**src/rtl/core/dq_pkg.sv**
```systemverilog
// Shared types and constants for the deque block: command codes, jump
// conditions, control word layout and the sequencer microprogram.
// No dependencies.
package dq_pkg;

    // Default number of entries in the ring store
    localparam int DQ_DEPTH = 16;

    // Step counter width and microprogram step addresses
    localparam int STEP_W = 3;
    typedef logic [STEP_W-1:0] step_t;

    localparam step_t STEP_IDLE  = 3'd0;
    localparam step_t STEP_EXEC  = 3'd1;
    localparam step_t STEP_CHECK = 3'd2;
    localparam step_t STEP_DUMP  = 3'd3;
    localparam step_t STEP_EMPTY = 3'd4;

    // Command codes of the input item
    typedef enum logic [1:0] {
        CMD_ENQUEUE = 2'd0,
        CMD_PUSH    = 2'd1,
        CMD_POP     = 2'd2
    } cmd_t;

    // Jump conditions evaluated by the sequencer
    typedef enum logic [2:0] {
        COND_NEVER,
        COND_NO_START,
        COND_EMPTY,
        COND_LAST,
        COND_ALWAYS
    } cond_t;

    // One control word: datapath strobes plus branch control.
    // Next step = cond ? target : (hold ? this step : this step + 1)
    typedef struct packed {
        logic  busy;
        logic  exec;
        logic  rd;
        logic  emit_empty;
        cond_t cond;
        logic  hold;
        step_t target;
    } ucode_t;

    // Microprogram ROM
    function automatic ucode_t ucode_rom(input step_t step);
        ucode_t w;
        w = '{busy: 1'b0, exec: 1'b0, rd: 1'b0, emit_empty: 1'b0,
              cond: COND_NEVER, hold: 1'b0, target: STEP_IDLE};
        case (step)
            // wait for a command
            STEP_IDLE: begin
                w.cond   = COND_NO_START;
                w.target = STEP_IDLE;
            end
            // apply the command to pointers and store
            STEP_EXEC: begin
                w.busy = 1'b1;
                w.exec = 1'b1;
            end
            // empty queue takes the single-result path
            STEP_CHECK: begin
                w.busy   = 1'b1;
                w.cond   = COND_EMPTY;
                w.target = STEP_EMPTY;
            end
            // read one entry per cycle until the back is reached
            STEP_DUMP: begin
                w.busy   = 1'b1;
                w.rd     = 1'b1;
                w.cond   = COND_LAST;
                w.target = STEP_IDLE;
                w.hold   = 1'b1;
            end
            STEP_EMPTY: begin
                w.busy       = 1'b1;
                w.emit_empty = 1'b1;
                w.cond       = COND_ALWAYS;
                w.target     = STEP_IDLE;
            end
            default: begin
                w.cond   = COND_ALWAYS;
                w.target = STEP_IDLE;
            end
        endcase
        return w;
    endfunction

endpackage

```
**src/rtl/core/deque_push_pop_with_dump.sv**
```systemverilog
// Top level of the bounded deque with contents dump after every command.
// Depends on dq_pkg (command codes, control word type, microprogram ROM).
//
// Usage:
//   Input channel: drive command and value with start high; the item is
//   taken at a rising edge where start is high and busy is low. command is
//   enqueue at back, push at front or pop from front; code 3 does nothing.
//   Output channel: strobe marks each result for exactly one cycle. After a
//   command the whole contents come out front to back, one per cycle, with
//   is_last on the final one; an empty queue gives one result with
//   is_empty and is_last set and element zero. dropped_full is set on every
//   result of an insert that found the store full.
//   Sequence: after the accept edge busy stays high through execute, empty
//   check and N reads when N entries remain, or through execute, empty
//   check and empty result for an empty queue. The first result is
//   registered from the first read, and the last one is on the ports in the
//   cycle busy is low again, so a new command can be taken then; no command
//   is taken while a dump is still running. The dump rate is set by the
//   single read port of the ring store, one entry per cycle.
//   Reset: pointers and count clear, queue is empty; store contents are not
//   cleared. The receiver cannot stall the results.
module deque_push_pop_with_dump #(
    parameter int DEPTH = dq_pkg::DQ_DEPTH
) (
    input  logic               clk,
    input  logic               rst_n,
    input  logic               start,
    output logic               busy,
    input  logic [1:0]         command,
    input  logic signed [31:0] value,
    output logic               strobe,
    output logic signed [31:0] element,
    output logic               is_empty,
    output logic               is_last,
    output logic               dropped_full
);
    import dq_pkg::*;

    localparam int AW = (DEPTH > 1) ? $clog2(DEPTH) : 1;
    localparam int CW = $clog2(DEPTH + 1);
    localparam logic [AW:0]   DEPTH_W = (AW+1)'(DEPTH);
    localparam logic [AW-1:0] LAST_SLOT = AW'(DEPTH - 1);
    localparam logic [CW-1:0] FULL_CNT = CW'(DEPTH);

    // ring store
    logic signed [31:0] mem [DEPTH];

    // sequencer state
    step_t  pc_reg, pc_next;
    ucode_t uw;
    logic   cond_hit;

    // datapath registers
    logic [1:0]         cmd_reg;
    logic signed [31:0] val_reg;
    logic [AW-1:0]      front_reg, front_next;
    logic [CW-1:0]      count_reg, count_next;
    logic [AW-1:0]      idx_reg, idx_next;
    logic               drop_reg, drop_next;

    // output registers
    logic               strobe_reg;
    logic signed [31:0] rd_data_reg;
    logic               empty_reg;
    logic               last_reg;
    logic               drop_out_reg;

    // datapath helpers
    logic          accept;
    logic          is_last_idx;
    logic          wr_en;
    logic [AW-1:0] wr_addr;
    logic [AW-1:0] rd_addr;
    logic [AW-1:0] front_dec;
    logic [AW-1:0] front_inc;
    logic [AW-1:0] back_slot;

    // modular add of two slot offsets, both below DEPTH
    function automatic logic [AW-1:0] wrap_add(input logic [AW-1:0] a,
                                              input logic [AW-1:0] b);
        logic [AW:0] s;
        s = {1'b0, a} + {1'b0, b};
        if (s >= DEPTH_W) begin
            s = s - DEPTH_W;
        end
        return s[AW-1:0];
    endfunction

    // control word fetch
    assign uw     = ucode_rom(pc_reg);
    assign busy   = uw.busy;
    assign accept = start && !uw.busy;

    assign is_last_idx = (CW'(idx_reg) == (count_reg - CW'(1)));

    // branch condition select
    always_comb
    begin
        case (uw.cond)
            COND_NEVER:    cond_hit = 1'b0;
            COND_NO_START: cond_hit = !start;
            COND_EMPTY:    cond_hit = (count_reg == '0);
            COND_LAST:     cond_hit = is_last_idx;
            COND_ALWAYS:   cond_hit = 1'b1;
            default:       cond_hit = 1'b1;
        endcase
    end

    // next step
    always_comb
    begin
        if (cond_hit) begin
            pc_next = uw.target;
        end else if (uw.hold) begin
            pc_next = pc_reg;
        end else begin
            pc_next = pc_reg + step_t'(1);
        end
    end

    // pointer arithmetic
    assign front_dec = (front_reg == '0) ? LAST_SLOT : front_reg - AW'(1);
    assign front_inc = (front_reg == LAST_SLOT) ? '0 : front_reg + AW'(1);
    assign back_slot = wrap_add(front_reg, count_reg[AW-1:0]);
    assign rd_addr   = wrap_add(front_reg, idx_reg);

    // command execution
    always_comb
    begin
        front_next = front_reg;
        count_next = count_reg;
        drop_next  = drop_reg;
        idx_next   = idx_reg;
        wr_en      = 1'b0;
        wr_addr    = back_slot;
        if (uw.exec) begin
            drop_next = 1'b0;
            idx_next  = '0;
            case (cmd_reg)
                CMD_ENQUEUE: begin
                    if (count_reg == FULL_CNT) begin
                        drop_next = 1'b1;
                    end else begin
                        wr_en      = 1'b1;
                        wr_addr    = back_slot;
                        count_next = count_reg + CW'(1);
                    end
                end
                CMD_PUSH: begin
                    if (count_reg == FULL_CNT) begin
                        drop_next = 1'b1;
                    end else begin
                        wr_en      = 1'b1;
                        wr_addr    = front_dec;
                        front_next = front_dec;
                        count_next = count_reg + CW'(1);
                    end
                end
                CMD_POP: begin
                    if (count_reg != '0) begin
                        front_next = front_inc;
                        count_next = count_reg - CW'(1);
                    end
                end
                default: begin
                end
            endcase
        end else if (uw.rd) begin
            idx_next = idx_reg + AW'(1);
        end
    end

    // control registers
    always_ff @(posedge clk or negedge rst_n)
    begin
        if (!rst_n) begin
            pc_reg       <= STEP_IDLE;
            front_reg    <= '0;
            count_reg    <= '0;
            idx_reg      <= '0;
            drop_reg     <= 1'b0;
            strobe_reg   <= 1'b0;
            empty_reg    <= 1'b0;
            last_reg     <= 1'b0;
            drop_out_reg <= 1'b0;
        end else begin
            pc_reg       <= pc_next;
            front_reg    <= front_next;
            count_reg    <= count_next;
            idx_reg      <= idx_next;
            drop_reg     <= drop_next;
            strobe_reg   <= uw.rd || uw.emit_empty;
            empty_reg    <= uw.emit_empty;
            last_reg     <= uw.emit_empty || (uw.rd && is_last_idx);
            drop_out_reg <= drop_reg;
        end
    end

    // command latch
    always_ff @(posedge clk)
    begin
        if (accept) begin
            cmd_reg <= command;
            val_reg <= value;
        end
    end

    // ring store write and registered read
    always_ff @(posedge clk)
    begin
        if (wr_en) begin
            mem[wr_addr] <= val_reg;
        end
        if (uw.rd) begin
            rd_data_reg <= mem[rd_addr];
        end
    end

    // result ports
    assign strobe       = strobe_reg;
    assign element      = empty_reg ? 32'sd0 : rd_data_reg;
    assign is_empty     = empty_reg;
    assign is_last      = last_reg;
    assign dropped_full = drop_out_reg;

endmodule

```
**config.mk**
```make
export PLATFORM = sky130hd
export DESIGN_NAME = deque_push_pop_with_dump
export DESIGN_NICKNAME = d
export VERILOG_FILES = /design/src/rtl/core/dq_pkg.sv /design/src/rtl/core/deque_push_pop_with_dump.sv
export SDC_FILE = /design/constraint.sdc
export NUM_CORES = 1
export LEC_CHECK = 0
export CAP_MARGIN = 20
export CORE_MARGIN = 4
export CORE_UTILIZATION = 50
export DETAILED_ROUTE_END_ITERATION = 6
export DONT_BUFFER_PORTS = 1
export MAX_ROUTING_LAYER = met4
export SLEW_MARGIN = 10
export SYNTH_ARGS = -nofsm -noshare
export SYNTH_HDL_FRONTEND = slang
export SYNTH_SLANG_ARGS = --single-unit
```
**constraint.sdc**
```tcl
create_clock -name clk -period 8.8 [get_ports clk]
set_input_delay 1.76 -clock clk [delete_from_list [all_inputs] [get_ports clk]]
set_output_delay 1.76 -clock clk [all_outputs]
set_load 0.05 [all_outputs]
```
# Yosys cells after proc, flatten, opt, wreduce, memory -nomap -nowiden
# Memory sizes are Yosys's and may differ from the RTL's. A register that Yosys moved wholly into a read port is not among the register bits.
# Cells that the tools add are included.
[word_totals] word_cells=91 mem_bits_rw=512 output_inout_bits=37 n_memories=1 regBits=55 inputBits=37
[op_classes] eq_ne=16 n_mux=32 magnitude_cmp=2 reduce_logical=19 n_addsub=10
[mem_list] memory="mem" depth=16 word_bits=32 read_ports=1 rd_ports_with_merged_regs=1 write_ports=1 line="deque_push_pop_with_dump.sv:46" rtl="logic signed [31:0] mem [DEPTH];"
[op_table] operator="4-bit 2-to-1 mux" n=11
[op_table] operator="32-bit 2-to-1 mux" n=1
[op_table] operator="3-bit by 2-bit equality test with 1-bit output, second input constant" n=4
[op_table] operator="3-bit case mux with 4 select lines" n=1
[op_table] operator="4-bit by 1-bit subtractor with 4-bit output, second input constant" n=3
[op_table] operator="1-bit 2-to-1 mux" n=11
[op_table] operator="4-bit by 4-bit adder with 5-bit output" n=2
[op_table] operator="5-bit greater-or-equal comparator, second input constant" n=2
[op_table] operator="5-bit 2-to-1 mux" n=2
[op_table] operator="5-bit case mux with 2 select lines" n=1
[op_table] operator="3-bit 2-to-1 mux" n=3
[op_table] operator="4-bit by 1-bit adder with 4-bit output, second input constant" n=2
[op_table] operator="4-bit case mux with 2 select lines" n=1
[op_table] operator="4-bit AND reduction" n=2
[op_table] operator="3-bit by 1-bit equality test with 1-bit output, second input constant" n=2
[op_table] operator="3-bit logical NOT" n=2
[op_table] operator="2-bit != test, second input constant" n=3
[op_table] operator="2-bit nonzero test" n=3
[op_table] operator="5-bit by 1-bit adder with 5-bit output, second input constant" n=1
[op_table] operator="4-bit by 5-bit equality test with 1-bit output" n=1
[op_table] operator="5-bit equality test, second input constant" n=1
[op_table] operator="5-bit logical NOT" n=1
[op_table] operator="5-bit nonzero test" n=1
[op_table] operator="5-bit by 1-bit subtractor with 5-bit output, second input constant" n=1
[op_table] operator="14 further kinds" n=17

# Logic depth before layout (Yosys ltp)
[logic_depth] depth_word=6 ltp_mapped=9 mapped_depth_nobuf=7

# Worst setup path after synthesis
# Ideal clock, no wire load.
[synth_path] path_type="register to register" from="reg pc_reg[0]" to="reg cmd_reg[0], enable pin" period_less_slack_ns=3.841 stages_incl_launch_ff=6 t_required_ns=8.375 path_slack_ns=4.959 n_path_buf=1 arrival_time_ns=3.415 setup_ns=0.425 cell_sequence="dfrtp_1 -> ha_1 -> ha_1 -> buf_2 -> or2_2 -> nor2_1"
[synth_between] elab_chain_len=5 elab_cells_between_ends=8 classes_between="eq/ne (4); mux (1); reduce/logical (3)"
[synth_rtl] element="start, declared" line="deque_push_pop_with_dump.sv:49" rtl="step_t pc_reg, pc_next;"
[synth_rtl] element="start signal, assigned" line="deque_push_pop_with_dump.sv:187" rtl="pc_reg <= pc_next;"
[synth_rtl] element="3-bit equality test, or another cell as far along" line="dq_pkg.sv:52" rtl="case (step)"
[synth_rtl] element="4-bit OR reduction (no line) (*)"
[synth_rtl] element="1-bit 2-to-1 mux (*)" line="dq_pkg.sv:52"
[synth_rtl] element="named net busy" line="deque_push_pop_with_dump.sv:28" rtl="output logic busy,"
[synth_rtl] element="1-bit logical NOT (*)" line="deque_push_pop_with_dump.sv:92" rtl="assign accept = start && !uw.busy;"
[synth_rtl] element="1-bit logical AND (*)" line="deque_push_pop_with_dump.sv:92"
[synth_rtl] element="named net accept" line="deque_push_pop_with_dump.sv:69" rtl="logic accept;"
[synth_rtl] element="end signal, assigned" line="deque_push_pop_with_dump.sv:203" rtl="cmd_reg <= command;"
[synth_rtl] element="end, declared" line="deque_push_pop_with_dump.sv:54" rtl="logic [1:0] cmd_reg;"
# Mark *: on every way through the listed nets, which the timed path passes. The rest lies on a longest branch.
# A chain may end at the register's enable or synchronous reset.

# Worst setup path in the final report
[layout_path] from="reg empty_reg, in the netlist is_empty" to="out element[6]"
[layout_between] elab_chain_len=1
[layout_rtl] element="start, declared" line="deque_push_pop_with_dump.sv:64" rtl="logic empty_reg;"
[layout_rtl] element="start signal, assigned" line="deque_push_pop_with_dump.sv:193" rtl="empty_reg <= uw.emit_empty;"
[layout_rtl] element="32-bit 2-to-1 mux" line="deque_push_pop_with_dump.sv:221" rtl="assign element = empty_reg ? 32'sd0 : rd_data_reg;"
[layout_rtl] element="end, declared" line="deque_push_pop_with_dump.sv:32" rtl="output logic signed [31:0] element,"
# No other way between the ends.

==> results.ini <==
[outcome]
outcome=finished, final reports clean

[grt]
grt_max_degree=65
vias_in_the_first_global_route=11500
wire_length_of_the_first_global_routing_pass_mm=75.9
antenna_violations_before_repair=2
groute.usage.overall=0.212
grt.overflow.total=0

[clocking]
worst_setup_hold_path_clk_slew_ns=0.06
cts_post_setup_buffers_inserted=0
cts_num_sinks=599
cts_made_buffers=60
clock_tree_from_tritoncts=yes
insertion_delay_ns=0.60
clockRootBuffer=clkbuf_16
clockBufferDepth=3
ctsHtreeMaxLevel=2
holdBufCountCts=0
cts_resized=0

[job]
max_cap_viol_count=0

[synth]
fraction_of_synthesized_cell_area_taken_by_the_top_area_cell_type=0.742
dominantRegCellSynth=edfxtp_1
synth_edf_count=578
seq_area_frac_synth=0.764
syn_avg_cell_area_um2=20.1
ys_ff_latch=599
synth.cell_area_um2=23400
synthDominantAreaCellType=edfxtp_1
synth.lib_cells_used.distinct=53
syn_inst=1165
synth.yosys.warnings=0
proportion_of_synthesized_flip_flops_having_asynchronous_set_or_reset=0.0351
synth_area_leaders=edfxtp_1, mux4_2, dfrtp_1
mappedNetlistNets=1220

[sta]
clock_skew_ns=0.0121
setup-tns-final_ns=0
setup_ws_final_ns=4.59
worst-slew-pin-transition_ns=1.07
setup-violations-final=0
grt_setup_unrepaired=no
timing_max_transition_violations_final=0
max_freq_mhz=238
max_slew_margin_vs_limit=0.287
period_needed_ns=4.21
timing.final.hold_violations=0
layout_worst_path_cycle_share=0.478

[worst_setup_path]
cp-end-kind=output pin
rr_worst_depth=8
critical_path.max_fanout=18
crit-reg2reg-capture=rd_data_reg[17]$_DFFE_PN_
reg2reg_setup_slack_ns=4.99
worst_setup_path_start_kind=flop
required_ns=7.04
rr_startpoint=front_reg[0]$_DFFE_PN0P_
wp_data_arrival_ns=2.45
path_class=flop to output pin

[floorplanning]
floorplan.io_pins=74
die_height_um=224
floorplan.rows=78
effective_utilization_at_floorplan=0.511
fp.dieW_um=224
fp.coreArea_um2=45800
die_footprint_um2=50300

[detailed_routing]
postRouteAntennaNets=0
routed_via_density=5.94
route.detailed.drc=0
avgRoutedWirePerCell_um=27.6
detailedRoute.firstPassIterationCount=6
wl_mm=50.8
dr_total_vias=10900
drt_iter0_markers=986

[min_path]
holdPathStages=0
hold_path_class=flop to flop
hold-path-endpoint=dropped_full$_DFF_PN0_
timing.hold.worst.start=drop_reg$_DFFE_PN0N_

[pwr]
power_leakage_nw=8.27
finalPower_mw=10.6
worst_ir_drop_on_vdd_mv=0.478
cellPowerDensity_nw_per_um2=406

[placed_design]
preCtsSetupSlack_ns=4.99
post-dp-hpwl_mm=24.5
buffer_ports.inserted=0
global_placement_routability_congestion=0.773
post_dp_cell_area_um2=24200

[layout]
leading_cell_type_in_the_layout_fill_and_taps_excluded=edfxtp_1
share_of_post_route_cells_with_drive_strength_above_1=0.215
layout_common_cells=edfxtp_1, mux4_2, nand2_1
area.growth.synth_to_final_pct=11.5
final_nets=1252
final_design_utilization=0.570
postLayoutCellArea_um2=26100
largest_register_ffs=512

## power by group
part | internal, mW | switching, mW
logic | 1.76 | 2.39
registers | 3.71 | 0.302
clock network | 1.40 | 1.02
## cell families after synthesis
kind of cell               Yosys count  share of synthesized area
muxes                              131                      0.125
and+or+nand+nor                    212                     0.0450
adders and majority gates           18                     0.0103
DFF                                599                      0.764
AOI/OAI and AO/OA                  114                     0.0325
buffers and inverters               70                     0.0149
xor gates and xnor gates            21                    0.00818
## critical path, cell delays in order (launching register included)
cell     delay (ns)
dfrtp_2        0.59
buf_4          0.36
nor2b_1        0.87
## synth_stat cells (all sizes together) (2+ instances only)
| library cell | instances |
|---|---|
| buf | 30 |
| dfrtp | 21 |
| nand3 | 3 |
| nor2b | 32 |
| a22oi | 2 |
| nor3 | 5 |
| nand2 | 89 |
| o31ai | 2 |
| nand4 | 2 |
| and2 | 33 |
| xor2 | 8 |
| a31oi | 34 |
| edfxtp | 578 |
| clkbuf | 26 |
| inv | 14 |
| mux4 | 128 |
| o21ai | 17 |
| ha | 16 |
| nand2b | 5 |
| or2 | 2 |
| o22a | 2 |
| a21o | 4 |
| nor4 | 2 |
| xnor2 | 13 |
| mux2i | 2 |
| nor2 | 31 |
| fa | 2 |
| a211oi | 36 |
| a21oi | 11 |
## area by class of cell
| type | count | area [um2] |
|---|---|---|
| Fill cell | 3431 | 19700 |
| Sequential cell | 599 | 17900 |
| Multi-Input combinational cell | 496 | 5350 |
| Clock buffer | 75 | 1580 |
| Tap cell | 600 | 751 |
| Clock inverter | 30 | 272 |
| Timing Repair Buffer | 26 | 195 |
| Inverter | 14 | 52.6 |
| Antenna cell | 1 | 2.50 |
## per-layer routing
layer  global-route usage  vias up  part of all wire
met1                0.300     5804              0.44
met3               0.0299       97             0.045
met4               0.0646        0             0.028
met2                0.328      267              0.48
met5                    -        -                 0
li1                     -     4766                 -
## stage by stage
step / std cells / hold WS (ns)
after floorplan: 1165 / 0.354
after global placement: 1735 / 0.395
after detailed placement: 1735 / 0.395
after CTS: 1840 / 0.409
after global routing: 1841 / 0.412
final: 1841 / 0.406
## how the worst max path moves through the flow
stage                              from                       end  slack [ns]  cells past startpoint
6_report             is_empty$_DFF_PN0_                element[6]        4.59                      2
5_1_grt              is_empty$_DFF_PN0_                element[8]        4.54                      2
4_1_cts              is_empty$_DFF_PN0_                element[8]        4.53                      2
3_5_place_dp   front_reg[0]$_DFFE_PN0P_  rd_data_reg[5]$_DFFE_PN_        4.99                      6
3_3_place_gp   front_reg[0]$_DFFE_PN0P_  rd_data_reg[8]$_DFFE_PN_        5.03                      6
2_1_floorplan     pc_reg[0]$_DFFE_PN0P_      cmd_reg[0]$_DFFE_PP_        4.96                      5
Note: power is estimated with default switching activity, not from simulation.
